$ cat config.mk
export PLATFORM = sky130hd
export DESIGN_NAME = cuc_merge_flat
export DESIGN_NICKNAME = d
export VERILOG_FILES = /design/src/rtl/cuc_pkg.sv /design/src/rtl/cuc_result_if.sv /design/src/rtl/cuc_merge.sv /design/src/flat_wrapper.sv
export SDC_FILE = /design/constraint.sdc
export NUM_CORES = 1
export LEC_CHECK = 0
export ABC_AREA = 1
export BUFFER_PORTS_ARGS = -buffer_cell sky130_fd_sc_hd__buf_2
export CAP_MARGIN = 5
export CELL_PAD_IN_SITES_DETAIL_PLACEMENT = 1
export CELL_PAD_IN_SITES_GLOBAL_PLACEMENT = 1
export CORE_ASPECT_RATIO = 0.7
export CORE_MARGIN = 3
export CORE_UTILIZATION = 32
export DETAILED_ROUTE_END_ITERATION = 8
export PLACE_DENSITY = 0.87
export SLEW_MARGIN = 5
export SYNTH_ARGS = -nofsm -noshare
export SYNTH_HDL_FRONTEND = slang
export SYNTH_SLANG_ARGS = --single-unit
$ cat constraint.sdc
create_clock -name clk -period 2.5 [get_ports clk]
set_input_delay 0.125 -clock clk [delete_from_list [all_inputs] [get_ports clk]]
set_output_delay 0.125 -clock clk [all_outputs]
set_load 0.01 [all_outputs]
$ cat src/rtl/cuc_pkg.sv
// ----------------------------------------------------------------------------
// Crossover upward compressor: shared definitions
// Sample format, register map, reset values, lane command and status types
// and the fixed-point constants used by the channel lanes.
// ----------------------------------------------------------------------------
package cuc_pkg;

	localparam int SAMPLE_BITS = 24;
	localparam int CHANNELS    = 2;
	localparam int GUARD       = 32 - SAMPLE_BITS;

	localparam int COEFF_W     = 25;
	localparam int THRESH_W    = 23;
	localparam int SLOPE_W     = 24;
	localparam int CEIL_W      = 23;
	localparam int CFG_DATA_W  = 25;
	localparam int CFG_INDEX_W = 3;

	localparam int STATE_W     = 32;
	localparam int HIGH_W      = STATE_W + 1;
	localparam int MUL_A_W     = STATE_W + 2;
	localparam int MUL_B_W     = 32;
	localparam int PROD_W      = MUL_A_W + MUL_B_W + 1;
	localparam int SUM_W       = 48;
	localparam int GAIN_W      = 32;
	localparam int THRW_W      = THRESH_W + 8;

	localparam int COEFF_FRAC  = 24;
	localparam int SLOPE_SHIFT = 25;
	localparam int GAIN_FRAC   = 20;

	localparam int GUARD_M1    = (GUARD > 0) ? GUARD - 1 : 0;
	localparam int CEIL_UP     = (SAMPLE_BITS >= 24) ? SAMPLE_BITS - 24 : 0;
	localparam int CEIL_DOWN   = (SAMPLE_BITS < 24) ? 24 - SAMPLE_BITS : 0;

	localparam logic signed [PROD_W-1:0] HALF_COEFF = PROD_W'(1) <<< (COEFF_FRAC - 1);
	localparam logic signed [PROD_W-1:0] HALF_SLOPE = PROD_W'(1) <<< (SLOPE_SHIFT - 1);
	localparam logic signed [PROD_W-1:0] HALF_GAIN  = PROD_W'(1) <<< (GAIN_FRAC - 1);
	localparam logic signed [SUM_W-1:0]  OUT_RND    =
		(GUARD > 0) ? (SUM_W'(1) <<< GUARD_M1) : SUM_W'(0);

	localparam logic signed [SUM_W-1:0] LOW_MAX = (SUM_W'(1) <<< (STATE_W - 1)) - SUM_W'(1);
	localparam logic signed [SUM_W-1:0] LOW_MIN = -(SUM_W'(1) <<< (STATE_W - 1));
	localparam logic signed [SUM_W-1:0] ENV_MAX = (SUM_W'(1) <<< STATE_W) - SUM_W'(1);
	localparam logic [GAIN_W-1:0]       GAIN_ONE = GAIN_W'(1) << GAIN_FRAC;

	localparam logic [COEFF_W-1:0]  RST_CROSSOVER = COEFF_W'(4320427);
	localparam logic [COEFF_W-1:0]  RST_ATTACK    = COEFF_W'(16777216);
	localparam logic [COEFF_W-1:0]  RST_RELEASE   = COEFF_W'(34945);
	localparam logic [THRESH_W-1:0] RST_THRESHOLD = THRESH_W'(167772);
	localparam logic [SLOPE_W-1:0]  RST_SLOPE     = SLOPE_W'(0);
	localparam logic [CEIL_W-1:0]   RST_CEILING   = CEIL_W'(8288025);

	typedef enum logic [CFG_INDEX_W-1:0] {
		REG_ENABLE,
		REG_STEREO,
		REG_CROSSOVER,
		REG_ATTACK,
		REG_RELEASE,
		REG_THRESHOLD,
		REG_SLOPE,
		REG_CEILING
	} reg_index_t;

	typedef logic signed [SAMPLE_BITS-1:0] sample_t;

	typedef struct packed {
		logic [COEFF_W-1:0]  crossover_coeff;
		logic [COEFF_W-1:0]  attack_coeff;
		logic [COEFF_W-1:0]  release_coeff;
		logic [THRESH_W-1:0] quiet_threshold;
		logic [SLOPE_W-1:0]  boost_slope;
		logic [CEIL_W-1:0]   ceiling;
	} lane_cfg_t;

	typedef struct packed {
		logic    start;
		logic    run;
		logic    clear;
		sample_t x;
	} lane_cmd_t;

	typedef struct packed {
		logic    busy;
		sample_t y;
	} lane_status_t;

	function automatic logic [SAMPLE_BITS-1:0] scale_ceiling(input logic [CEIL_W-1:0] c);
		logic [STATE_W-1:0] wide;
		wide = STATE_W'(c);
		wide = (wide << CEIL_UP) >> CEIL_DOWN;
		return wide[SAMPLE_BITS-1:0];
	endfunction

endpackage

$ cat src/rtl/cuc_result_if.sv
// ----------------------------------------------------------------------------
// Crossover upward compressor: result channel
// Valid/ready channel carrying one processed stereo sample pair.
// ----------------------------------------------------------------------------
interface cuc_result_if;

	logic             valid;
	logic             ready;
	cuc_pkg::sample_t out_left;
	cuc_pkg::sample_t out_right;

	modport source(output valid, out_left, out_right, input ready);
	modport sink(input valid, out_left, out_right, output ready);

endinterface

$ cat src/rtl/cuc_merge.sv
// ----------------------------------------------------------------------------
// Crossover upward compressor: merge stage
// Gathers the finished lane samples into the output register and drives
// the result channel.
// ----------------------------------------------------------------------------
module cuc_merge (
	input  logic                 clk,
	input  logic                 arst_n,
	input  logic                 done,
	input  cuc_pkg::sample_t     left_y,
	input  cuc_pkg::sample_t     right_y,
	cuc_result_if.source         result_ch,
	output logic                 load
);

	logic             valid_q;
	cuc_pkg::sample_t left_q;
	cuc_pkg::sample_t right_q;

	assign load = done && (!valid_q || result_ch.ready);

	always_ff @(posedge clk or negedge arst_n) begin
		if (!arst_n) begin
			valid_q <= 1'b0;
		end else if (load) begin
			valid_q <= 1'b1;
		end else if (result_ch.ready) begin
			valid_q <= 1'b0;
		end
	end

	always_ff @(posedge clk) begin
		if (load) begin
			left_q  <= left_y;
			right_q <= right_y;
		end
	end

	assign result_ch.valid     = valid_q;
	assign result_ch.out_left  = left_q;
	assign result_ch.out_right = right_q;

endmodule

$ cat src/flat_wrapper.sv
// flat-port wrapper written by rule: the top's interface ports become plain ports
module cuc_merge_flat 
  (clk, arst_n, done, left_y, right_y, load, result_ch_valid, result_ch_out_left, result_ch_out_right, result_ch_ready);
  cuc_result_if result_ch_i ();
  input  logic clk;
  input  logic arst_n;
  input  logic done;
  input  cuc_pkg::sample_t left_y;
  input  cuc_pkg::sample_t right_y;
  output logic load;
  output wire logic [$bits(result_ch_i.valid)-1:0] result_ch_valid;
  output wire logic [$bits(result_ch_i.out_left)-1:0] result_ch_out_left;
  output wire logic [$bits(result_ch_i.out_right)-1:0] result_ch_out_right;
  input wire logic [$bits(result_ch_i.ready)-1:0] result_ch_ready;
  assign result_ch_valid = result_ch_i.valid;
  assign result_ch_out_left = result_ch_i.out_left;
  assign result_ch_out_right = result_ch_i.out_right;
  assign result_ch_i.ready = result_ch_ready;
  cuc_merge u_core (.clk(clk), .arst_n(arst_n), .done(done), .left_y(left_y), .right_y(right_y), .result_ch(result_ch_i), .load(load));
endmodule
Word-level counts from Yosys, hierarchy flattened
Cells that the tools add are included.
Word-level totals
  logic and storage cells: 9
  bits in registers: 49
  bits of input ports: 52
Cells by class
  reductions and logical operators: 4
  muxes and demuxes: 2
Operator list (number)
  two-way mux 1 bit: 2
  nonzero test 2 bit: 1
  logical AND 1 bit: 1
  logical NOT 1 bit: 1
  logical OR 1 bit: 1

Longest topological paths before layout
Gate-level depths: netlist (run 1).
  depth in word-level cells: 4
  gate-level depth with buffers: 3
  mapped depth without buffers: 3

Least setup slack after synthesis (run 1)
No wires, ideal clock.
  kind: register to register
  start point: register u_core.valid_q (netlist: u_core.result_ch.valid)
  end point: register u_core.left_q[0] (netlist: u_core.result_ch.out_left[0]) (enable)
  period minus slack after synthesis: 2.281 ns
  setup time: 0.426 ns
  cell stages (with the launch flop): 2
  data required time: 2.074 ns
  data arrival time: 1.855 ns
  setup slack: 0.219 ns
  buffers on the path: 0
  cell sequence: dfrtp_1 a21oi_2
Between the ends
  cells in the longest elaborated chain, start to end: 3
RTL lines
  start: declaration: line cuc_merge.sv:16  | logic valid_q;
  start signal: assignment: line cuc_merge.sv:24  | valid_q <= 1'b0;
  start signal: assignment: line cuc_merge.sv:26  | valid_q <= 1'b1;
  start signal: assignment: line cuc_merge.sv:28  | valid_q <= 1'b0;
  logical NOT 1 bit: line cuc_merge.sv:20  | assign load = done && (!valid_q || result_ch.ready);
  logical OR 1 bit: line cuc_merge.sv:20
  logical AND 1 bit: line cuc_merge.sv:20
  net load: line flat_wrapper.sv:10  | output logic load;
  end signal: assignment: line cuc_merge.sv:34  | left_q <= left_y;
  end: declaration: line cuc_merge.sv:17  | cuc_pkg::sample_t left_q;
The timed path passes the listed nets, and every way through them passes these cells.
A chain may end at the register's enable or synchronous reset.

Worst setup path after layout (run 1)
  start point: register u_core.valid_q (netlist: u_core.result_ch.valid)
  end point: output port load
Between the ends
  cells in the longest elaborated chain, start to end: 3
RTL lines (line)
  logical NOT 1 bit: cuc_merge.sv:20
  logical OR 1 bit: cuc_merge.sv:20
  logical AND 1 bit: cuc_merge.sv:20
  end: declaration: flat_wrapper.sv:10
No other way between the ends.

==> reports/results.tsv, run 1 <==
stage	metric	value	unit
floorplanning	area of the die	5520	sq um
grt	largest net degree at the start of global routing	50	
grt	vias in the first global route	1155	
clocking	Root Driver	clkbuf_8	
power	Power Dens Cells	607	nW/um^2
floorplanning	DIE HEIGHT	63.1	um
timing	crit share post-route	69.8	%
cells_and_area	Antenna diodes	0	
synthesis	synthesized instance count	54	
critical_path	FF-to-FF End	u_core.result_ch.out_left[6]	
synthesis	Post-Syn Area	1490	sq um
timing	setup TNS	0	ns
power	Leak	1.13	nW
clocking	Clock Path Buffers	2	
cells_and_area	fillcell total	443	
clocking	CTS H-Tree Depth	2	
grt	initial antenna violation count	0	
synthesis	Syn Nets	106	
clocking	Hold-fix buffers, CTS	19	
synthesis	synth cell count leaders	48 x edfxtp_1, 2 x inv_1, 2 x nand2_1, 1 x a21oi_2, 1 x dfrtp_1	
clocking	clk_lat worst skew	0.29	ns
route	drt wl/cell	15.1	um
timing	Rel. slew slack	60.0	%
synthesis	most numerous cell in the Yosys netlist	edfxtp_1	
route	Iteration-0 DRC Markers	43	
floorplanning	core area	4400	sq um
critical_path	CP arrival	1.62	ns
synthesis	Synth area leaders	edfxtp_1 97%, dfrtp_1 1.7%, a21oi_2 0.59%	
synthesis	leading area contributor after synthesis	edfxtp_1	
timing	f_max	0.573	GHz
synthesis	Main synth FF type	edfxtp_1	
cells_and_area	final core occ	59.7	%
min_path	WHS Path Cells	1	
route	DRT antenna net count	0	
floorplanning	row count	20	
grt	grt total ovfl	0	
critical_path	Critical Path Source Type	flop	
critical_path	worst-path cell chain	a21oi_4, buf_4, buf_2	
timing	Setup Viol. Count Final	0	
synthesis	Post-synth EDFFs	48	
min_path	hold path start	right_y[16]	
critical_path	top fanout value on the critical path	49	
synthesis	Synth warnings	0	
critical_path	Critical Path RT	2.38	ns
timing	clk_skew	0.00729	ns
cells_and_area	layout cell share with drive strength beyond 1	51.2	%
synthesis	flop and latch count out of synthesis	49	
timing	unrepaired setup endpoints after global routing	no	
grt	all-layer global routing usage	13.9	%
cells_and_area	area occupied by multi-input gates	23.8	sq um
critical_path	CP max stage delay	0.50	ns
timing	fin. max-slew vios	0	
route	final WL	4.03	mm
cells_and_area	P&R area growth vs syn	76.5	%
route	Via density	4.21	
route	DRC Markers	0	
synthesis	area share of the largest cell type after synthesis	96.7	%
critical_path	r2r worst-path depth	2	
critical_path	R2R setup slack	1.03	ns
min_path	HP Class	input pin to flop	
floorplanning	die width	87.6	um
cells_and_area	FF+latch area	1470	sq um
timing	Min Clock Period, post-route	1.74	ns
floorplanning	initial core utilization	33.8	%
floorplanning	IO Count	102	
critical_path	Crit-path slowest cell	buf_4	
cells_and_area	NumNets Final	262	
critical_path	Reg2Reg Launch Point	u_core.result_ch.valid	
clocking	Resized cells post-CTS	0	
critical_path	CP endpoint kind	primary output	
clocking	setup repair bufs after CTS	0	
placed_design	# port buffers	101	
route	drt first pass iters	3	
clocking	Clock transition at path regs	0.08	ns
route	vias	1120	
run	max-cap viol count	0	
clocking	Sink Count	49	
critical_path	Worst Path Class, Setup	flop to primary output	
clocking	CTS tree	built	
min_path	Worst Hold End	u_core.result_ch.out_right[16]	
timing	final count of hold timing violations	0	
grt	first-pass GRT wire length	5.68	mm
timing	worst-margin pin slew	0.599	ns
synthesis	part of the Yosys area used for sequential elements	98.4	%
synthesis	Yosys cell types	5	
placed_design	Routability Congestion	0.646	
outcome	outcome	finished clean	
synthesis	FFs w/ async S/R, synth	2.04	%
clocking	Num CTS Buffers	5	
power	VDD IR-drop max	371	uV
synthesis	syn_area_per_cell	27.6	sq um
## worst max path at each step
stage	to	startpoint	cells past startpoint
global route	load	u_core.result_ch.valid	3
finish	load	u_core.result_ch.valid	3
global placement	u_core.result_ch.out_left[6]	u_core.result_ch.valid	2
detailed placement	u_core.result_ch.out_right[6]	u_core.result_ch.valid	2
CTS	load	u_core.result_ch.valid	3
floorplan	u_core.result_ch.out_left[0]	u_core.result_ch.valid	1
## where the power goes
part	switching [mW]	internal, mW	leakage [nW]
Sequential	0.0116	0.956	0.468
Combinational	0.0845	0.106	0.618
Clock	0.239	0.199	0.0395
Total	0.335	1.26	1.13
## state kept, by name, summed over array words and instances, names as in the netlist
register and count:
u_core.result_ch.out_right 24, u_core.result_ch.out_left 24, u_core.result_ch.valid 1
## layer usage
metal / part of all wire [%] / up-vias / global-route usage (%)
met1: 39 / 529 / 16.8
li1: - / 521 / -
met5: 0 / - / 0
met3: 11 / 3 / 7.19
met4: 0.40 / 0 / 3.45
met2: 50 / 67 / 21.8
## per-stage QoR
| stage | setup WS [ns] | power, mW | area [sq um] | cells | hold slack (ns) |
|---|---|---|---|---|---|
| 5_1_grt | 0.617 | 1.69 | 2630 | 266 | 0.00248 |
| 2_1_floorplan | 0.219 | 1.03 | 1490 | 54 | -0.171 |
| 3_5_place_dp | 1.03 | 1.12 | 2080 | 211 | -0.0996 |
| 3_3_place_gp | 1.08 | 1.11 | 2080 | 211 | -0.0981 |
| 4_1_cts | 0.720 | 1.57 | 2350 | 238 | 0.000264 |
| 6_report | 0.755 | 1.60 | 2630 | 266 | 0.0192 |
## layout make-up
class | count | area share (%)
sequential | 49 | 55.8
clock buffer | 8 | 3.04
timing repair buffer | 149 | 37.4
inverter | 2 | 0.285
multi-input combinational | 3 | 0.904
tap | 55 | 2.62
## cells in the final DEF (no fill, tap or decap)
cell / count
buf_2: 101
a21oi_4: 1
buf_4: 1
clkbuf_1: 3
clkbuf_8: 5
edfxtp_1: 48
dfrtp_1: 1
nand2_1: 2
inv_1: 2
dlygate4sd3_1: 47
## worst max-delay path, delay by kind of cell (launching register included)
kind | cells | cell delay [ns]
flip-flops | 1 | 0.43
AO/OA/AOI/OAI | 1 | 0.15
buffers and inverters | 2 | 0.75
## cell families after synthesis
group / after synthesis / share of synthesized area [%]
and+or+nand+nor: 2 / 0.504
buffers and inverters: 2 / 0.504
DFF: 49 / 98.4
AOI/OAI and AO/OA: 1 / 0.588
No activity file was read; power rests on OpenSTA's default activity.
==> run 2, diff against run 1 <==
clock period = 1.81 ns   (was 2.5 ns; I/O delays follow)
==> reports/results.tsv, run 2 (synthesis gave the netlist of run 1 again) <==
stage	metric	value	unit	change
cells_and_area	P&R area growth vs syn	81.9	%	was 76.5%
run	max-cap viol count	0		unchanged
floorplanning	DIE HEIGHT	63.1	um	unchanged
cells_and_area	most common cell after layout, fill and taps aside	buf_2		unchanged
critical_path	top fanout value on the critical path	27		was 49
critical_path	Crit-path slowest cell	dfrtp_1		was buf_4
critical_path	CP max stage delay	0.44	ns	was 0.50 ns
route	drt first pass iters	4		was 3
clocking	Resized cells post-CTS	0		unchanged
placed_design	Routability Congestion	0.683		was 0.646
critical_path	R2R setup slack	0.50	ns	was 1.03 ns
critical_path	Critical Path Source Type	flop		unchanged
critical_path	Worst Path Class, Setup	flop to primary output		unchanged
cells_and_area	Final Non-Filler Cells	269		was 266
placed_design	# port buffers	101		unchanged
floorplanning	initial core utilization	33.8	%	unchanged
clocking	Sink Count	49		unchanged
timing	unrepaired setup endpoints after global routing	no		unchanged
route	final WL	4.76	mm	was 4.03 mm
cells_and_area	fillcell total	432		was 443
timing	final count of hold timing violations	0		unchanged
grt	grt total ovfl	0		unchanged
power	Power Dens Cells	929	nW/um^2	was 607 nW/um^2
route	DRT antenna net count	0		unchanged
timing	Hold Slack	0.0325	ns	was 0.0192 ns
clocking	CTS H-Tree Depth	2		unchanged
clocking	clk_lat worst skew	0.30	ns	was 0.29 ns
power	Leak	1.17	nW	was 1.13 nW
cells_and_area	most frequent cells in the layout	101 x buf_2, 49 x dlygate4sd3_1, 48 x edfxtp_1		was 101 x buf_2, 48 x edfxtp_1, 47 x dlygate4sd3_1
critical_path	Critical Path RT	1.72	ns	was 2.38 ns
min_path	HP Class	input pin to flop		unchanged
cells_and_area	layout cell share with drive strength beyond 1	52.3	%	was 51.2%
timing	Rel. slew slack	77.9	%	was 60.0%
outcome	outcome	finished clean		unchanged
grt	vias in the first global route	1418		was 1155
cells_and_area	FF+latch area	1470	sq um	unchanged
grt	first-pass GRT wire length	7.48	mm	was 5.68 mm
clocking	CTS tree	built		unchanged
timing	Min Clock Period, post-route	1.58	ns	
timing	fin. max-slew vios	0		unchanged
floorplanning	die width	87.6	um	unchanged
clocking	Clock Path Buffers	2		unchanged
route	Via density	4.27		was 4.21
cells_and_area	Antenna diodes	0		unchanged
route	drt wl/cell	17.7	um	was 15.1 um
floorplanning	row count	20		unchanged
floorplanning	IO Count	102		unchanged
timing	clk_skew	0.00827	ns	was 0.00729 ns
floorplanning	area of the die	5520	sq um	unchanged
critical_path	CP endpoint kind	primary output		unchanged
floorplanning	core area	4400	sq um	unchanged
critical_path	CP arrival	1.49	ns	was 1.62 ns
grt	all-layer global routing usage	19.1	%	was 13.9%
cells_and_area	NumNets Final	265		was 262
grt	largest net degree at the start of global routing	28		was 50
timing	crit share post-route	87.1	%	
timing	Setup Viol. Count Final	0		unchanged
clocking	Clock transition at path regs	0.09	ns	was 0.08 ns
route	DRC Markers	0		unchanged
critical_path	worst-path cell chain	a21oi_4, buf_4, buf_2		unchanged
timing	worst-margin pin slew	0.332	ns	was 0.599 ns
power	VDD IR-drop max	546	uV	was 371 uV
clocking	Root Driver	clkbuf_8		unchanged
grt	initial antenna violation count	0		unchanged
cells_and_area	area occupied by multi-input gates	23.8	sq um	unchanged
timing	setup TNS	0	ns	unchanged
route	vias	1149		was 1120
timing	f_max	0.634	GHz	
route	Iteration-0 DRC Markers	52		was 43
clocking	Num CTS Buffers	5		unchanged
placed_design	Cells after DPL	212		was 211
==> run 2: cell count changes in the layout (fill, tap and decap cells not counted), sizes merged <==
cell	before	now
buf	102	103
clkinv	0	1
dlygate4sd3	47	49
bufinv	0	2
clkbuf	8	5
==> run 2: path summary, 6_finish.rpt <==
kind | start | end | cells after the start
worst min register to register | u_core.result_ch.valid | u_core.result_ch.valid | 2
worst max register to register | u_core.result_ch.valid | u_core.result_ch.out_left[11] | 2
min in group asynchronous | arst_n | u_core.result_ch.valid | 2
worst min-delay path | done | u_core.result_ch.valid | 3
max in group asynchronous | arst_n | u_core.result_ch.valid | 2
worst max-delay path | u_core.result_ch.valid | load | 3
==> run 2: critical path: cells and delay by family (launching register included) <==
family / cells / cell delay (ns)
DFF: 1 / 0.44
AOI/OAI and AO/OA: 1 / 0.19
buffers and inverters: 2 / 0.55
==> run 2: metal layers <==
metal | wire length, um | vias up | share of wire (%) | track usage, %
met2 | 2490 | 69 | 52 | 35.0
met5 | 0 | - | 0 | 0
met3 | 596 | 9 | 13 | 10.5
met4 | 72 | 0 | 1.5 | 5.36
li1 | - | 529 | - | -
met1 | 1600 | 542 | 34 | 17.9
==> run 2: power by group <==
group          leakage [nW]  switching, mW  internal, mW
logic                 0.631          0.124         0.152
registers             0.468         0.0190          1.32
clock network        0.0681          0.356         0.549
total                  1.17          0.499          2.02
==> run 2: through the flow <==
stage	cell area (sq um)	util (%)	worst slack (ns)	power [mW]
floorplan	1500	-	0.0555	1.42
global placement	2090	47.4	0.596	1.54
detailed placement	2090	47.4	0.527	1.56
CTS	2710	61.6	0.238	2.52
global route	2710	61.6	0.142	2.62
finish	2710	61.6	0.233	2.52
==> run 2: what timing repair did <==
item	CTS	global route
endpoints found under the hold margin	49	0
setup buffers	0	0
hold buffers	49	0
==> run 2: layout make-up <==
cell class	count	area share (%)
inverters	2	0.277
well taps	55	2.54
repair buffers	152	37.3
clock inverters	3	2.40
flip-flops and latches	49	54.1
clock buffers	5	2.54
multi-input cells	3	0.877
